### src/design/mmq_pkg.sv
// Shared types and codes for the message match queue.
package mmq_pkg;
  localparam int unsigned OpW = 2;
  localparam int unsigned StW = 2;

  typedef enum logic [OpW-1:0] {
    OP_PUSH  = 2'd0,
    OP_MATCH = 2'd1,
    OP_POP   = 2'd2,
    OP_NONE  = 2'd3
  } op_t;

  typedef enum logic [StW-1:0] {
    ST_OK    = 2'd0,
    ST_MISS  = 2'd1,
    ST_FULL  = 2'd2,
    ST_RSVD  = 2'd3
  } status_t;

  localparam int unsigned CfgIdxW = 1;
  localparam logic [CfgIdxW-1:0] CFG_ANY_SRC = 1'b0;
  localparam logic [CfgIdxW-1:0] CFG_ANY_TAG = 1'b1;

  typedef struct packed {
    logic [3:0]  etype;
    logic [15:0] src;
    logic [15:0] dest;
    logic [31:0] tag;
    logic [31:0] token;
  } entry_t;

  // Match request broadcast to every cell.
  typedef struct packed {
    logic [15:0] src;
    logic [15:0] dest;
    logic [31:0] tag;
    logic [31:0] token;
    logic [15:0] any_src;
    logic [31:0] any_tag;
    logic        take_any;   // pop: every valid entry hits
  } req_t;
endpackage

### src/design/mmq_cell.sv
// One queue slot: holds an entry, compares it against the request, shifts.
module mmq_cell (
  input  logic            clk,
  input  logic            rst_n,
  input  mmq_pkg::req_t   req,
  input  logic            load,      // write push data into this slot
  input  logic            shift,     // take the neighbor's entry
  input  mmq_pkg::entry_t push_entry,
  input  mmq_pkg::entry_t next_entry,
  input  logic            next_valid,
  output mmq_pkg::entry_t entry,
  output logic            valid,
  output logic            hit_r
);
  mmq_pkg::entry_t entry_r;
  logic            valid_r;
  logic            src_ok;
  logic            tag_ok;
  logic            hit_nxt;

  assign entry = entry_r;
  assign valid = valid_r;

  always_comb begin
    src_ok = (entry_r.src == req.src) || (entry_r.src == req.any_src)
          || (req.src == req.any_src);
    tag_ok = (entry_r.tag == req.tag) || (entry_r.tag == req.any_tag)
          || (req.tag == req.any_tag);
    if (req.take_any) begin
      hit_nxt = valid_r;
    end else if (req.token != 32'd0) begin
      hit_nxt = valid_r && (entry_r.token == req.token);
    end else begin
      hit_nxt = valid_r && (entry_r.dest == req.dest) && src_ok && tag_ok;
    end
  end

  always_ff @(posedge clk) begin
    hit_r <= hit_nxt;
    if (!rst_n) begin
      valid_r <= 1'b0;
    end else if (shift) begin
      valid_r <= next_valid;
    end else if (load) begin
      valid_r <= 1'b1;
    end
    if (shift) begin
      entry_r <= next_entry;
    end else if (load) begin
      entry_r <= push_entry;
    end
  end
endmodule

### config.mk
export PLATFORM = sky130hd
export DESIGN_NAME = mmq_cell
export DESIGN_NICKNAME = d
export VERILOG_FILES = /design/src/design/mmq_pkg.sv /design/src/design/mmq_cell.sv
export SDC_FILE = /design/constraint.sdc
export NUM_CORES = 1
export LEC_CHECK = 0
export BUFFER_PORTS_ARGS = -buffer_cell sky130_fd_sc_hd__buf_2
export CAP_MARGIN = 20
export CELL_PAD_IN_SITES_DETAIL_PLACEMENT = 0
export CELL_PAD_IN_SITES_GLOBAL_PLACEMENT = 2
export CORE_AREA = 2 2 177 179
export CTS_BUF_LIST = sky130_fd_sc_hd__clkbuf_8
export DETAILED_ROUTE_END_ITERATION = 6
export DIE_AREA = 0 0 179 181
export PLACE_DENSITY = 0.74
export REMOVE_ABC_BUFFERS = 1
export SLEW_MARGIN = 0
export SYNTH_ARGS = -nofsm -noshare
export SYNTH_HDL_FRONTEND = slang
export SYNTH_SLANG_ARGS = --single-unit
### constraint.sdc
create_clock -name clk -period 10 [get_ports clk]
set_clock_uncertainty 0.1 [all_clocks]
set_input_delay 3 -clock clk [delete_from_list [all_inputs] [get_ports clk]]
set_output_delay 3 -clock clk [all_outputs]
set_load 0.01 [all_outputs]
**Word level (Yosys, flattened, before mapping)**

Index checks and enable logic that the tools add are counted.

- Eq/ne operators: 8
- Muxes and demuxes: 6
- Reductions and logical operators: 10

Operator list:

| cell | count |
|---|---|
| 100-bit 2-to-1 mux | 2 |
| 32-bit == test | 4 |
| 16-bit == test | 4 |
| 32-bit nonzero test | 1 |
| 1-bit logical AND | 4 |
| 1-bit logical OR | 4 |
| 1-bit 2-to-1 mux | 4 |
| 2-bit nonzero test | 1 |

- Register bits: 102
- Logic and storage cells: 31

**Longest topological paths before layout**

Gate-level depths: netlist of run 1.

- Word-level depth: 7
- Mapped depth: 6

**Worst setup path after synthesis of run 1**

Ideal clock, no wire load.

- Path type: input to register
- Start point: input port shift
- End point: register entry_r (netlist bit entry[0]) (enable)
- Setup time: 0.416 ns
- Arrival time: 4.775 ns
- Data required time: 9.484 ns
- Slack: 4.709 ns
- Stages on the path: 3
- Path buffers: 2
- Cell sequence: clkbuf_1 > buf_2 > or2_2

- Word-level cells in the longest chain between the ends: 1

RTL lines:

| what | RTL line | text |
|---|---|---|
| from (decl) | mmq_cell.sv:7 | `input logic shift,` |
| 2-bit nonzero test (no line) | - |  |
| to (signal assigned) | mmq_cell.sv:48 | `entry_r <= next_entry;` |
| to (signal assigned) | mmq_cell.sv:50 | `entry_r <= push_entry;` |
| to (decl) | mmq_cell.sv:15 | `mmq_pkg::entry_t entry_r;` |

Every way passes these cells.
A chain may end at the register's enable or synchronous reset.

**Final worst setup path of run 1**

- Start point: input port shift
- End point: register entry_r (netlist bit entry[83]) (enable)

The elaborated chain is that of the path after synthesis.

==> key figures, run 1 <==
Outcome
  – Run status: completed

Clock network
  – Clock Path Buffers: 2
  – CTS tree: built
  – Root Buffer: clkbuf_8
  – # hold bufs at CTS: 0
  – CTS Buf Count: 9
  – Reg clk slew, reported paths: 0.12 ns
  – CTS resizes: 0
  – CTS sink cnt: 102
  – Skew-Pair Late Insertion Delay: 0.40 ns
  – H-Tree Depth: 3
  – Post-CTS Setup Bufs: 0

Timing
  – Min Hold Slack: 0.499 ns
  – # setup viols final: 0
  – Final worst-path cycle share: 51.9%
  – Final hold violation count: 0
  – Fin Setup TNS: 0 ns
  – Final slew viol count: 0
  – Worst slew pin tran: 0.805 ns
  – Worst slew margin: 46.0%
  – Fmax: 193 MHz
  – Min Tclk post-route: 5.19 ns
  – RSZ-0062 raised after global routing: no

Global route
  – Initial antenna violation count: 4
  – Vias in the first global route: 6273
  – Global-route wire length before repair: 36.2 mm
  – Total gr overflow: 0
  – Pin count of the biggest net entering global routing: 56
  – Total track usage: 15.2%

Logic synthesis
  – Synth Instances: 487
  – Most common cell in the netlist: xor2_1
  – Synth async-reset ratio: 0%
  – Leading area contributor after synthesis: edfxtp_1
  – Number of synthesized flops with an enable pin: 100
  – Yosys warns: 0
  – Syn Area/Cell: 13.2 µm²
  – Seq/Total Area, Yosys: 47.3%
  – Area contributors post-synth: edfxtp_1 47%, mux2_2 17%, xor2_1 15%, xnor2_1 11%, nor4_1 3.7%
  – Share of the synthesized area in the top cell type: 46.7%
  – Most common library cells after synthesis: 111 x xor2_1, 100 x edfxtp_1, 100 x mux2_2
  – Yosys cell types: 21
  – Number of synthesized register bits: 102
  – Synthesized area: 6440 µm²
  – Synth Flop Type: edfxtp_1

Power and ir drop
  – Net Switching: 0.371 mW
  – Seq pwr share: 49.1%
  – Leak: 4.02 nW
  – Clock Power Share: 23.4%
  – Peak supply drop: 0.0000888 V
  – PD cells: 125 nW/µm²
  – Int Pwr: 0.794 mW
  – Switching Fraction: 31.9%
  – Combinational power share: 27.5%

Critical path
  – Crit path required time: 9.93 ns
  – Critical Path Fanout Max: 55
  – CP Class: input port to flip-flop
  – Arrival @ worst endpoint: 5.12 ns
  – CP Launch Type: input port
  – CP Capture Type: flip-flop

Placed design
  – Port Buffer Count: 451
  – Placed Area: 9160 µm²
  – Gpl congestion: 0.810
  – DP HPWL: 21.7 mm

Flow run
  – Max cap viols: 0

Routing
  – Antenna Nets Post-Route: 0
  – Starting DRT DRC Count: 166
  – Final wirelength: 25.4 mm
  – Via/cell ratio: 4.21
  – Routed len/inst: 18.9 µm
  – Routed vias: 5662
  – Residual DRC: 0
  – DRT Pass-1 Iters: 5

Die
  – Die ar.: 32400 µm²
  – Core Rows: 64
  – Core region area: 30300 µm²
  – Chip width: 179 µm
  – # IOs: 452
  – Starting density of the core: 21.2%
  – Chip height: 181 µm

Hold path
  – Hold WC Path Type: flip-flop to flip-flop

Cells and area
  – Fraction of layout cells with a size suffix above 1: 60.6%
  – Layout area overhead: 45.4%
  – Layout net count: 1290
  – Final instance area: 9360 µm²
==> sequential cells by signal, summed over array words and instances (netlist names) <==
name	count
hit_r	1
valid	1
entry	100
==> final timing paths <==
check | slack, ns | from | cells after the start | endpoint
worst min-delay path | 0.50 | valid | 2 | hit_r
worst max-delay path | 4.81 | shift | 3 | entry[83]
worst max register to register | 7.80 | entry[35] | 6 | hit_r
worst min register to register | 0.50 | valid | 2 | hit_r
==> per-layer routing <==
layer	vias to the layer above	GRT usage, %	share of wire [%]
met1	2640	16.0	37
met2	277	28.2	53
li1	2721	-	-
met5	-	0	0
met4	0	5.27	1.9
met3	24	4.71	8.5
==> area by class of cell <==
class	count	area [µm²]
clock inverters	6	52.6
repair buffers	453	2270
well taps	396	495
diodes	4	10.0
clock buffers	10	138
fillers	3215	21000
flip-flops and latches	102	3040
multi-input cells	374	3350
==> cells in the final DEF, fill, tap and decap left out, types with 2 or more instances in the layout <==
master      n
xnor2_1    81
diode_2     4
nand4_1    29
dfxtp_1     2
buf_4       3
buf_2     450
nor4_1     38
edfxtp_1  100
inv_8       2
nor3_1      3
nor2_1      3
mux2_2    100
xor2_1    111
clkbuf_8   10
==> stage by stage <==
step / setup WS (ns) / util (%) / instances / power [mW]
finish: 4.81 / 30.8 / 1345 / 1.17
detailed placement: 4.34 / 30.2 / 1325 / 0.909
global route: 4.68 / 30.8 / 1345 / 1.23
CTS: 4.81 / 30.8 / 1341 / 1.19
global placement: 4.38 / 30.2 / 1325 / 0.907
floorplan: 5.23 / - / 476 / 0.721
==> cells by family (layout without fill, tap and decap cells) <==
group                     Yosys count  count (layout)  synth area share [%]
xor gates and xnor gates          192             192                  26.1
AOI/OAI and AO/OA                   4               4                 0.603
muxes                             100             100                  17.5
DFF                               102             102                  47.3
buffers and inverters              11             469                 0.777
other                               0               4                     0
and+or+nand+nor                    78              78                  7.72
==> power by group through the flow <==
| stage | logic, mW | registers (mW) | clock network [mW] |
|---|---|---|---|
| 2_1_floorplan | 0.126 | 0.595 | 0 |
| 3_3_place_gp | 0.324 | 0.582 | 0 |
| 3_5_place_dp | 0.325 | 0.584 | 0 |
| 4_1_cts | 0.327 | 0.574 | 0.288 |
| 5_1_grt | 0.351 | 0.579 | 0.304 |
| 6_report | 0.321 | 0.572 | 0.272 |
==> critical path, cell delays in order <==
cell and delay, ns:
buf_4 0.52, or2_4 0.75, buf_4 0.65
(Power assumes the default switching activity.)
==> run 2: changes to the inputs <==
--- a/config.mk
+++ b/config.mk
@@ -9,11 +9,11 @@
 export CAP_MARGIN = 20
 export CELL_PAD_IN_SITES_DETAIL_PLACEMENT = 0
 export CELL_PAD_IN_SITES_GLOBAL_PLACEMENT = 2
-export CORE_AREA = 2 2 177 179
+export CORE_AREA = 2 2 174 176
 export CTS_BUF_LIST = sky130_fd_sc_hd__clkbuf_8
 export DETAILED_ROUTE_END_ITERATION = 6
-export DIE_AREA = 0 0 179 181
-export PLACE_DENSITY = 0.74
+export DIE_AREA = 0 0 176 178
+export PLACE_DENSITY = 0.76
 export REMOVE_ABC_BUFFERS = 1
 export SLEW_MARGIN = 0
 export SYNTH_ARGS = -nofsm -noshare
==> constraint.sdc (replaced) <==
create_clock -name clk -period 4.9 [get_ports clk]
set_clock_uncertainty 0.1 [all_clocks]
set_input_delay 1.47 -clock clk [delete_from_list [all_inputs] [get_ports clk]]
set_output_delay 1.47 -clock clk [all_outputs]
set_load 0.01 [all_outputs]
==> run 2 against run 1 <==
  * Final area about the same
  * Critical endpoint is now hit_r
  * Non-clock buffer count is 1 higher
  * Via count decreased by 1.0%
  * Die area decreased by 3.3%
  * Combinational power rose by 110%
  * First-iteration DRC count rose by 17%
  * Register-to-register slack lost 5.1 ns
  * Cell count fell by 0.67%
  * Sequential power rose by 100%
  * Clock power grew 100%
  * Largest cell class unchanged
==> key figures, run 2 (synthesis gave the netlist of run 1 again) <==
Outcome
  – Run status: completed

Critical path
  – Arrival @ worst endpoint: 3.09 ns (-2.03 ns)
  – CP Launch Type: input port
  – CP Class: input port to flip-flop
  – CP Capture Type: flip-flop
  – Crit path required time: 5.10 ns (-4.83 ns)
  – Critical Path Fanout Max: 2 (-96%)

Timing
  – Fin Setup TNS: 0 ns (unchanged)
  – Fmax: 346 MHz
  – Final worst-path cycle share: 58.9%
  – Min Tclk post-route: 2.89 ns
  – RSZ-0062 raised after global routing: no
  – Final slew viol count: 0 (unchanged)
  – Worst setup margin: 2.01 ns (-2.79 ns)
  – # setup viols final: 0 (unchanged)
  – Final hold violation count: 0 (unchanged)
  – Worst slew margin: 54.9% (+8.9 points)
  – Worst slew pin tran: 0.670 ns (-0.135 ns)

Cells and area
  – Final instance area: 9370 µm² (about the same)
  – Layout net count: 1291 (+0.078%)
  – FF+latch area: 3040 µm² (unchanged)
  – Layout area overhead: 45.5% (about the same)
  – Number of flip-flops in the largest register: 100 (unchanged)
  – Most frequent cells in the layout: 450 x buf_2, 111 x xor2_1, 100 x mux2_2, 100 x edfxtp_1, 81 x xnor2_1
  – # fillers: 3130 (-2.6%)
  – Final core occ: 31.9% (+1.0 points)
  – Antenna Cells: 0 (-4)
  – Most common cell after layout, fill and taps aside: buf_2
  – Area taken by multi-input logic gates: 3350 µm² (unchanged)
  – Fraction of layout cells with a size suffix above 1: 60.6% (-0.064 points)

Flow run
  – Max cap viols: 0 (unchanged)

Die
  – Chip width: 176 µm (-1.7%)
  – # IOs: 452 (unchanged)
  – Chip height: 178 µm (-1.7%)
  – Die ar.: 31300 µm² (-3.3%)
  – Core region area: 29400 µm² (-3.1%)
  – Core Rows: 63 (-1.6%)
  – Starting density of the core: 21.9% (+0.68 points)

Clock network
  – Post-CTS Setup Bufs: 0 (unchanged)
  – CTS tree: built
  – CTS Buf Count: 9 (unchanged)
  – # hold bufs at CTS: 0 (unchanged)
  – CTS sink cnt: 102 (unchanged)
  – Root Buffer: clkbuf_8
  – CTS resizes: 0 (unchanged)
  – Reg clk slew, reported paths: 0.12 ns (about the same)
  – H-Tree Depth: 3 (unchanged)
  – Clock Path Buffers: 2 (unchanged)
  – Skew-Pair Late Insertion Delay: 0.40 ns (about the same)

Routing
  – Via/cell ratio: 4.19 (-0.36%)
  – Final wirelength: 25.4 mm (+0.18%)
  – Starting DRT DRC Count: 195 (+17%)
  – Residual DRC: 0 (unchanged)
  – Routed len/inst: 19.0 µm (+0.85%)
  – Routed vias: 5604 (-1.0%)
  – DRT Pass-1 Iters: 4 (-1)
  – Antenna Nets Post-Route: 0 (unchanged)

Placed design
  – Port Buffer Count: 451 (unchanged)
  – Setup WS pre-CTS: 1.56 ns (-2.77 ns)
  – Placed Area: 9180 µm² (+0.27%)
  – DP HPWL: 21.4 mm (-1.3%)
  – Gpl congestion: 0.851 (+5.0%)

Global route
  – Vias in the first global route: 6002 (-4.3%)
  – Total gr overflow: 0 (unchanged)
  – GR Util met3: 4.82% (+0.10 points)
  – Pin count of the biggest net entering global routing: 101 (+80%)
  – Busiest grt layer: met2
  – Initial antenna violation count: 0 (-4)
  – Met1 usage: 16.9% (+0.85 points)
  – GR Layer Usage met2: 28.3% (+0.18 points)
  – Total track usage: 15.5% (+0.32 points)
  – Global-route wire length before repair: 35.8 mm (-1.1%)

Power and ir drop
  – Leak: 4.03 nW (+0.38%)
  – PD cells: 254 nW/µm² (+100%)
  – Peak supply drop: 0.000119 V (+34%)

Hold path
  – Hold WC Path Type: flip-flop to flip-flop
==> run 2: path summary, 6_finish.rpt <==
path | from | endpoint | slack (ns) | cells past startpoint
setup / recovery | req[8] | hit_r | 2.01 | 7
hold / removal | valid | hit_r | 0.52 | 2
setup reg to reg | entry[39] | hit_r | 2.66 | 6
hold reg to reg | valid | hit_r | 0.52 | 2
==> run 2: critical path, cell delays in order <==
cell and delay, ns:
buf_2 0.12, xor2_1 0.14, nor4_1 0.56, nand4_1 0.17, nor2_1 0.16, a211oi_1 0.12
o41ai_2 0.35
==> run 2: where the power goes <==
group	internal [mW]	total (mW)	switching [mW]
Sequential	1.07	1.17	0.0943
Clock	0.193	0.555	0.361
Combinational	0.342	0.662	0.320
==> run 2: routing by layer <==
layer	vias up	wire (µm)
met5	-	0
met4	0	699
met3	29	2040
met2	285	13100
met1	2572	9610
li1	2718	-
==> run 2: per-stage QoR <==
| stage | hold slack (ns) | total power, mW | std cells |
|---|---|---|---|
| 2_1_floorplan | 0.441 | 1.47 | 476 |
| 3_3_place_gp | 0.492 | 1.86 | 1320 |
| 3_5_place_dp | 0.506 | 1.86 | 1320 |
| 4_1_cts | 0.543 | 2.44 | 1336 |
| 5_1_grt | 0.546 | 2.52 | 1336 |
| 6_report | 0.522 | 2.38 | 1336 |
==> run 2: layout make-up <==
cell class,instances,share of cell area (%)
Tap cell,390,5.21
Clock buffer,9,1.32
Clock inverter,7,0.628
Multi-Input combinational cell,374,35.7
Timing Repair Buffer,454,24.6
Sequential cell,102,32.5
